[src/rtl/htfd_pkg.sv]
// ----------------------------------------------------------------------------
// htfd_pkg
// Shared types, constants and the CRC-8 helper of the humidity and
// temperature frame decoder.
// ----------------------------------------------------------------------------
`default_nettype none

package htfd_pkg;

  // crc-8 of each measurement word
  localparam logic [7:0] CRC_POLY = 8'h31;
  localparam logic [7:0] CRC_INIT = 8'hFF;

  // byte positions inside one frame
  localparam logic [2:0] POS_TEMP_MSB = 3'd0;
  localparam logic [2:0] POS_TEMP_LSB = 3'd1;
  localparam logic [2:0] POS_TEMP_CRC = 3'd2;
  localparam logic [2:0] POS_HUM_MSB  = 3'd3;
  localparam logic [2:0] POS_HUM_LSB  = 3'd4;
  localparam logic [2:0] POS_HUM_CRC  = 3'd5;

  // conversion scale factors, in hundredths
  localparam logic [14:0] TEMP_SPAN   = 15'd17500;
  localparam logic [15:0] TEMP_OFFSET = 16'd4500;
  localparam logic [13:0] HUM_SPAN    = 14'd10000;

  // status bits
  localparam int STATUS_TEMP_BAD = 0;
  localparam int STATUS_HUM_BAD  = 1;

  // one completed frame, before conversion
  typedef struct packed {
    logic [15:0] raw_temperature;
    logic [15:0] raw_humidity;
    logic [1:0]  status;
  } frame_t;

  // one crc-8 byte update, msb first
  function automatic logic [7:0] crc8_update(input logic [7:0] crc, input logic [7:0] b);
    logic [7:0] c;
    c = crc ^ b;
    for (int k = 0; k < 8; k++) begin
      if (c[7]) begin
        c = {c[6:0], 1'b0} ^ CRC_POLY;
      end else begin
        c = {c[6:0], 1'b0};
      end
    end
    return c;
  endfunction

endpackage

`default_nettype wire

[src/rtl/htfd_in_if.sv]
// ----------------------------------------------------------------------------
// htfd_in_if
// Byte channel into the decoder: valid/ready handshake plus one byte.
// ----------------------------------------------------------------------------
`default_nettype none

interface htfd_in_if;
  logic       valid;
  logic       ready;
  logic [7:0] data_byte;
  logic       frame_start;

  modport source (output valid, output data_byte, output frame_start, input ready);
  modport sink   (input valid, input data_byte, input frame_start, output ready);
endinterface

`default_nettype wire

[src/rtl/htfd_out_if.sv]
// ----------------------------------------------------------------------------
// htfd_out_if
// Result channel out of the decoder: valid/ready handshake plus one result.
// ----------------------------------------------------------------------------
`default_nettype none

interface htfd_out_if;
  logic               valid;
  logic               ready;
  logic signed [14:0] temp_centi;
  logic        [13:0] humid_centi;
  logic        [1:0]  status;

  modport source (output valid, output temp_centi, output humid_centi, output status,
                  input ready);
  modport sink   (input valid, input temp_centi, input humid_centi, input status,
                  output ready);
endinterface

`default_nettype wire

[src/rtl/humidity_temp_frame_decoder_core.sv]
// ----------------------------------------------------------------------------
// humidity_temp_frame_decoder_core
// Decodes six-byte temperature/humidity frames with per-word crc-8 checks.
// ----------------------------------------------------------------------------
// Path: a frame is registered in htfd_parse, then its result in htfd_conv.
// Throughput: one byte per cycle; the whole pipeline stalls only while a
//   result waits at the output and is not taken.
// Reset: synchronous, active high; clears position, crc and valid flags, and
//   the next byte is taken as the first of a frame.
`default_nettype none

module humidity_temp_frame_decoder_core import htfd_pkg::*; (
  input wire logic  clk,
  input wire logic  rst,
  htfd_in_if.sink   in_ch,
  htfd_out_if.source out_ch
);

  logic   advance;
  logic   accept;
  logic   frame_valid;
  frame_t frame;

  // pipeline moves whenever the result register is free or being drained
  assign advance     = !out_ch.valid || out_ch.ready;
  assign in_ch.ready = advance;
  assign accept      = in_ch.valid && advance;

  htfd_parse u_parse (
    .clk         (clk),
    .rst         (rst),
    .advance     (advance),
    .accept      (accept),
    .data_byte   (in_ch.data_byte),
    .frame_start (in_ch.frame_start),
    .frame_valid (frame_valid),
    .frame       (frame)
  );

  htfd_conv u_conv (
    .clk         (clk),
    .rst         (rst),
    .advance     (advance),
    .frame_valid (frame_valid),
    .frame       (frame),
    .out_valid   (out_ch.valid),
    .temp_centi  (out_ch.temp_centi),
    .humid_centi (out_ch.humid_centi),
    .status      (out_ch.status)
  );

endmodule

`default_nettype wire

[src/rtl/htfd_parse.sv]
// ----------------------------------------------------------------------------
// htfd_parse
// Frame parser: tracks the byte position, runs the per-word crc and
// registers one frame when its last byte arrives.
// ----------------------------------------------------------------------------
`default_nettype none

module htfd_parse import htfd_pkg::*; (
  input  wire logic       clk,
  input  wire logic       rst,
  input  wire logic       advance,
  input  wire logic       accept,
  input  wire logic [7:0] data_byte,
  input  wire logic       frame_start,
  output logic            frame_valid,
  output frame_t          frame
);

  logic [2:0]  byte_position;
  logic [7:0]  crc_accumulator;
  logic [15:0] raw_temperature;
  logic [15:0] raw_humidity;
  logic        temp_crc_bad;
  logic [2:0]  pos_eff;
  logic        last_byte;

  // restart on a start mark or an unused position
  assign pos_eff = (frame_start || byte_position > POS_HUM_CRC) ? POS_TEMP_MSB : byte_position;
  assign last_byte = (pos_eff == POS_HUM_CRC);

  // per-byte state update
  always_ff @(posedge clk) begin
    if (rst) begin
      byte_position   <= POS_TEMP_MSB;
      crc_accumulator <= CRC_INIT;
      raw_temperature <= '0;
      raw_humidity    <= '0;
      temp_crc_bad    <= 1'b0;
    end else if (accept) begin
      byte_position <= pos_eff + 3'd1;
      case (pos_eff)
        POS_TEMP_MSB: begin
          crc_accumulator       <= crc8_update(CRC_INIT, data_byte);
          raw_temperature[15:8] <= data_byte;
        end
        POS_TEMP_LSB: begin
          crc_accumulator      <= crc8_update(crc_accumulator, data_byte);
          raw_temperature[7:0] <= data_byte;
        end
        POS_TEMP_CRC: begin
          temp_crc_bad    <= (crc_accumulator != data_byte);
          crc_accumulator <= CRC_INIT;
        end
        POS_HUM_MSB: begin
          crc_accumulator    <= crc8_update(CRC_INIT, data_byte);
          raw_humidity[15:8] <= data_byte;
        end
        POS_HUM_LSB: begin
          crc_accumulator   <= crc8_update(crc_accumulator, data_byte);
          raw_humidity[7:0] <= data_byte;
        end
        default: begin
          crc_accumulator <= CRC_INIT;
          byte_position   <= POS_TEMP_MSB;
        end
      endcase
    end
  end

  // completed frame register
  always_ff @(posedge clk) begin
    if (rst) begin
      frame_valid <= 1'b0;
    end else if (advance) begin
      frame_valid <= accept && last_byte;
    end
  end

  always_ff @(posedge clk) begin
    if (advance && accept && last_byte) begin
      frame.raw_temperature         <= raw_temperature;
      frame.raw_humidity            <= raw_humidity;
      frame.status[STATUS_TEMP_BAD] <= temp_crc_bad;
      frame.status[STATUS_HUM_BAD]  <= (crc_accumulator != data_byte);
    end
  end

endmodule

`default_nettype wire

[src/rtl/htfd_conv.sv]
// ----------------------------------------------------------------------------
// htfd_conv
// Conversion stage: scales the raw words to hundredths and holds the
// result register of the output channel.
// ----------------------------------------------------------------------------
`default_nettype none

module htfd_conv import htfd_pkg::*; (
  input  wire logic          clk,
  input  wire logic          rst,
  input  wire logic          advance,
  input  wire logic          frame_valid,
  input  wire frame_t        frame,
  output logic               out_valid,
  output logic signed [14:0] temp_centi,
  output logic        [13:0] humid_centi,
  output logic        [1:0]  status
);

  // floor(x / 65535): take x >> 16, then correct once with the remainder
  function automatic logic [15:0] div_by_65535(input logic [30:0] x);
    logic [14:0] q0;
    logic [16:0] r0;
    q0 = x[30:16];
    r0 = {1'b0, x[15:0]} + {2'b00, q0};
    return {1'b0, q0} + {15'd0, (r0 >= 17'd65535)};
  endfunction

  logic [30:0] temp_prod;
  logic [30:0] hum_prod;
  logic [15:0] temp_q;
  logic [15:0] hum_q;
  logic [15:0] temp_shift;

  // constant multiply and divide
  assign temp_prod  = {16'd0, TEMP_SPAN} * {15'd0, frame.raw_temperature};
  assign hum_prod   = {17'd0, HUM_SPAN} * {15'd0, frame.raw_humidity};
  assign temp_q     = div_by_65535(temp_prod);
  assign hum_q      = div_by_65535(hum_prod);
  assign temp_shift = temp_q - TEMP_OFFSET;

  // result register
  always_ff @(posedge clk) begin
    if (rst) begin
      out_valid <= 1'b0;
    end else if (advance) begin
      out_valid <= frame_valid;
    end
  end

  always_ff @(posedge clk) begin
    if (advance && frame_valid) begin
      temp_centi  <= signed'(temp_shift[14:0]);
      humid_centi <= hum_q[13:0];
      status      <= frame.status;
    end
  end

endmodule

`default_nettype wire

[src/flat_wrapper.sv]
// flat-port wrapper written by rule: the top's interface ports become plain ports
module humidity_temp_frame_decoder_core_flat import htfd_pkg::*;
  (clk, rst, in_ch_valid, in_ch_data_byte, in_ch_frame_start, in_ch_ready, out_ch_valid, out_ch_temp_centi, out_ch_humid_centi, out_ch_status, out_ch_ready);
  htfd_in_if in_ch_i ();
  htfd_out_if out_ch_i ();
  input wire logic clk;
  input wire logic rst;
  input wire logic [$bits(in_ch_i.valid)-1:0] in_ch_valid;
  input wire logic [$bits(in_ch_i.data_byte)-1:0] in_ch_data_byte;
  input wire logic [$bits(in_ch_i.frame_start)-1:0] in_ch_frame_start;
  output wire logic [$bits(in_ch_i.ready)-1:0] in_ch_ready;
  output wire logic [$bits(out_ch_i.valid)-1:0] out_ch_valid;
  output wire logic [$bits(out_ch_i.temp_centi)-1:0] out_ch_temp_centi;
  output wire logic [$bits(out_ch_i.humid_centi)-1:0] out_ch_humid_centi;
  output wire logic [$bits(out_ch_i.status)-1:0] out_ch_status;
  input wire logic [$bits(out_ch_i.ready)-1:0] out_ch_ready;
  assign in_ch_i.valid = in_ch_valid;
  assign in_ch_i.data_byte = in_ch_data_byte;
  assign in_ch_i.frame_start = in_ch_frame_start;
  assign in_ch_ready = in_ch_i.ready;
  assign out_ch_valid = out_ch_i.valid;
  assign out_ch_temp_centi = out_ch_i.temp_centi;
  assign out_ch_humid_centi = out_ch_i.humid_centi;
  assign out_ch_status = out_ch_i.status;
  assign out_ch_i.ready = out_ch_ready;
  humidity_temp_frame_decoder_core u_core (.clk(clk), .rst(rst), .in_ch(in_ch_i), .out_ch(out_ch_i));
endmodule
[config.mk]
export PLATFORM = sky130hd
export DESIGN_NAME = humidity_temp_frame_decoder_core_flat
export DESIGN_NICKNAME = d
export VERILOG_FILES = /design/src/rtl/htfd_pkg.sv /design/src/rtl/htfd_in_if.sv /design/src/rtl/htfd_out_if.sv /design/src/rtl/humidity_temp_frame_decoder_core.sv /design/src/rtl/htfd_parse.sv /design/src/rtl/htfd_conv.sv /design/src/flat_wrapper.sv
export SDC_FILE = /design/constraint.sdc
export NUM_CORES = 1
export LEC_CHECK = 0
export BUFFER_PORTS_ARGS = -buffer_cell sky130_fd_sc_hd__buf_2
export CAP_MARGIN = 20
export CORE_MARGIN = 10
export CORE_UTILIZATION = 45
export DETAILED_ROUTE_END_ITERATION = 10
export PLACE_DENSITY = 0.71
export SYNTH_ARGS = -nofsm -noshare
export SYNTH_HDL_FRONTEND = slang
export SYNTH_SLANG_ARGS = --single-unit
[constraint.sdc]
create_clock -name clk -period 9.3 [get_ports clk]
set_input_delay 2.325 -clock clk [delete_from_list [all_inputs] [get_ports clk]]
set_output_delay 2.325 -clock clk [all_outputs]
set_load 0.05 [all_outputs]
==> results.toml <==
[outcome]
status = "finished clean"

[die]
start_util_pct = 45.46
die_w_um = 181.6
dieArea_um2 = 32960
rows = 59
die_h_um = 181.6
ios = 46
core_um2 = 25840

[logic_synthesis]
synthFlopType = "edfxtp_1"
yosysTopAreaCell = "ha_1"
synthCells = 1230
synth_most_common_cell = "inv_1"
yosysUniqueCellTypes = 76
ys_ff_latch = 111
ys_top_cells_by_area = "ha_1 (21%), edfxtp_1 (17%), fa_1 (14%)"
avgSynthCellArea_um2 = 9.549
synthesis.area_um2 = 11750
yosys-top-cells-count = "inv_1 (241), ha_1 (200), fa_1 (82)"
synthArstFlopShare_pct = 0
synth_edf_count = 65
synth.net_count = 1525
yosysSeqAreaShare_pct = 24.46
synth_top_area_share_pct = 21.31
synth_warnings = 0

[sta]
finClkSkew_ps = 6.229
fin_crit_sh_pct = 91.70
period_minus_slack_ps = 8528
final_max_slew_viol_count = 0
setup_viol = 0
finalHoldViolations = 0
fin_ws_ps = 771.6
rsz0062_at_grt = "no"
hold_slack_ps = 434.5
tightest_slew_ps = 847.4
slew_headroom_pct = 43.51
fmax_mhz = 117.3
tns_ps = 0

[power_and_ir_drop]
leakage_nw = 6.153
cellPowerDensity_nw_per_um2 = 80.15
p_total_w = 0.001011
ir_worst_vdd_uv = 111.1

[setup_path]
cp_slowest_stage_delay_ps = 530
worstSetupEndpointType = "register"
startpoint_type = "register"
worstPathMaxFanout = 7
critPathTopFamily = "adder cells"
cpMostUsedCell = "ha_1"
path_buf_inv = 4
cp_data_required_time_ps = 9420
crit_type = "reg2reg"
worstPathArrival_ps = 8650
slowest_stage = "fa_1"

[global_routing]
grt-ovfl-total = 0
first_global_vias = 8473
grt_max_degree = 47
grt_use_total_pct = 14.65
antenna_found_initial = 0
grt_first_pass_wirelength_mm = 40.90

[drt]
wl_per_cell_um = 14.75
dr_wl_met3_mm = 1.114
wl_met1_mm = 11.56
drc = 0
num_vias = 8325
via_per_inst = 5.187
wl_mm = 23.68
drt.antenna.violating_nets = 0
drt_iter0_markers = 354
wl_met2_mm = 10.71
drtPass1Iterations = 4
top_layer = "met4"

[placed_design]
io_buffers = 45
hpwl_mm = 19.62
post-place-ws_ps = 836.6
globalplace.congestion = 0.9238
dp.cells = 1589

[run]
drv_cap = 0

[finish]
n_antenna_cell = 0
fin_nets = 1560
drive_above_1_share_pct = 7.717
synthToLayoutAreaGrowth_pct = 7.425
instances_no_fill = 1605

[clocking]
cts_hold_buf = 0
path_clk_slew_ps = 80
post-cts-setup-buffers = 0
cts.sinks = 111
clock-root-buffer = "clkbuf_16"
cts_buffer_depth = 2
ctsResizeCount = 0
cts_tree = "built"
cts_inserted_buffers = 9
clkLatencyLatePin_ps = 360
htree_levels = 3

[worst_hold_path]
min_path_type = "reg2reg"
registers in the layout, indices dropped and copies added, names as in the netlist:
| signal | cells |
|---|---|
| u_core.u_conv.status | 2 |
| u_core.u_parse.frame_valid | 1 |
| u_core.u_conv.humid_centi | 14 |
| u_core.u_parse.raw_humidity | 16 |
| u_core.u_parse.byte_position | 3 |
| u_core.u_conv.temp_centi | 15 |
| u_core.u_parse.raw_temperature | 16 |
| u_core.u_parse.frame | 34 |
| u_core.u_conv.out_valid | 1 |
| u_core.u_parse.temp_crc_bad | 1 |
| u_core.u_parse.crc_accumulator | 8 |
cells by family after synthesis:
| group | after synthesis | synth area share [%] |
|---|---|---|
| adders and majority gates | 282 | 35.28 |
| AOI/OAI and AO/OA | 201 | 11.69 |
| buffers and inverters | 266 | 8.544 |
| xor gates and xnor gates | 111 | 8.757 |
| DFF | 111 | 24.46 |
| and+or+nand+nor | 250 | 10.50 |
| muxes | 9 | 0.7670 |
worst paths after layout:
path | startpoint | endpoint | slack [ps] | depth (start not counted)
max | u_core.u_parse.frame[29] | u_core.u_conv.temp_centi[14] | 770 | 35
min | u_core.u_parse.raw_temperature[3] | u_core.u_parse.frame[21] | 430 | 0
max reg2reg | u_core.u_parse.frame[29] | u_core.u_conv.temp_centi[14] | 770 | 35
min reg2reg | u_core.u_parse.raw_temperature[3] | u_core.u_parse.frame[21] | 430 | 0
routing by layer:
layer / vias up / GRT usage (%)
li1: 4184 / -
met1: 3951 / 20.03
met2: 167 / 23.53
met3: 23 / 2.624
met4: 0 / 3.384
met5: - / 0
worst reg2reg max path: cells and delay by family (launching register included):
kind	cells	cell delay, ps
AO/OA/AOI/OAI	10	2220
XOR/XNOR	3	760
adder cells (fa/ha/maj)	9	3280
buffers and inverters	4	190
flip-flops	1	510
AND/OR/NAND/NOR	9	1330
final cells by class:
class	count	area (µm²)
clock inverter	6	67.56
tap	335	419.2
sequential	111	2873
clock buffer	10	229.0
multi-input combinational	853	7869
fill	2402	13220
inverter	241	904.6
timing repair buffer	49	255.2
cells in the final DEF, fill, tap and decap left out, types with 11 or more instances in the layout:
master and n:
inv_1 241, ha_1 200, fa_1 82, a21oi_1 74, nand2_1 70, edfxtp_1 65, xnor2_1 62, nor2_1 57
dfxtp_1 46, buf_2 45, xor2_1 43, nand3_1 38, a21o_1 30, o21ai_0 25, nor3_1 15, nor2b_1 12
a211o_1 12, nand2b_1 11
metrics by stage:
step	area (µm²)	util [%]
3_3_place_gp	12320	47.69
5_1_grt	12620	48.83
4_1_cts	12620	48.83
3_5_place_dp	12320	47.69
2_1_floorplan	11750	-
6_report	12620	48.83
power by group:
group	leakage, nW	total (W)	internal [W]	switching [W]
sequential	0.971	0.000529	0.000522	0.00000660
clock	0.143	0.000388	0.000190	0.000198
combinational	5.04	0.0000948	0.0000387	0.0000561
(Power assumes the default switching activity.)
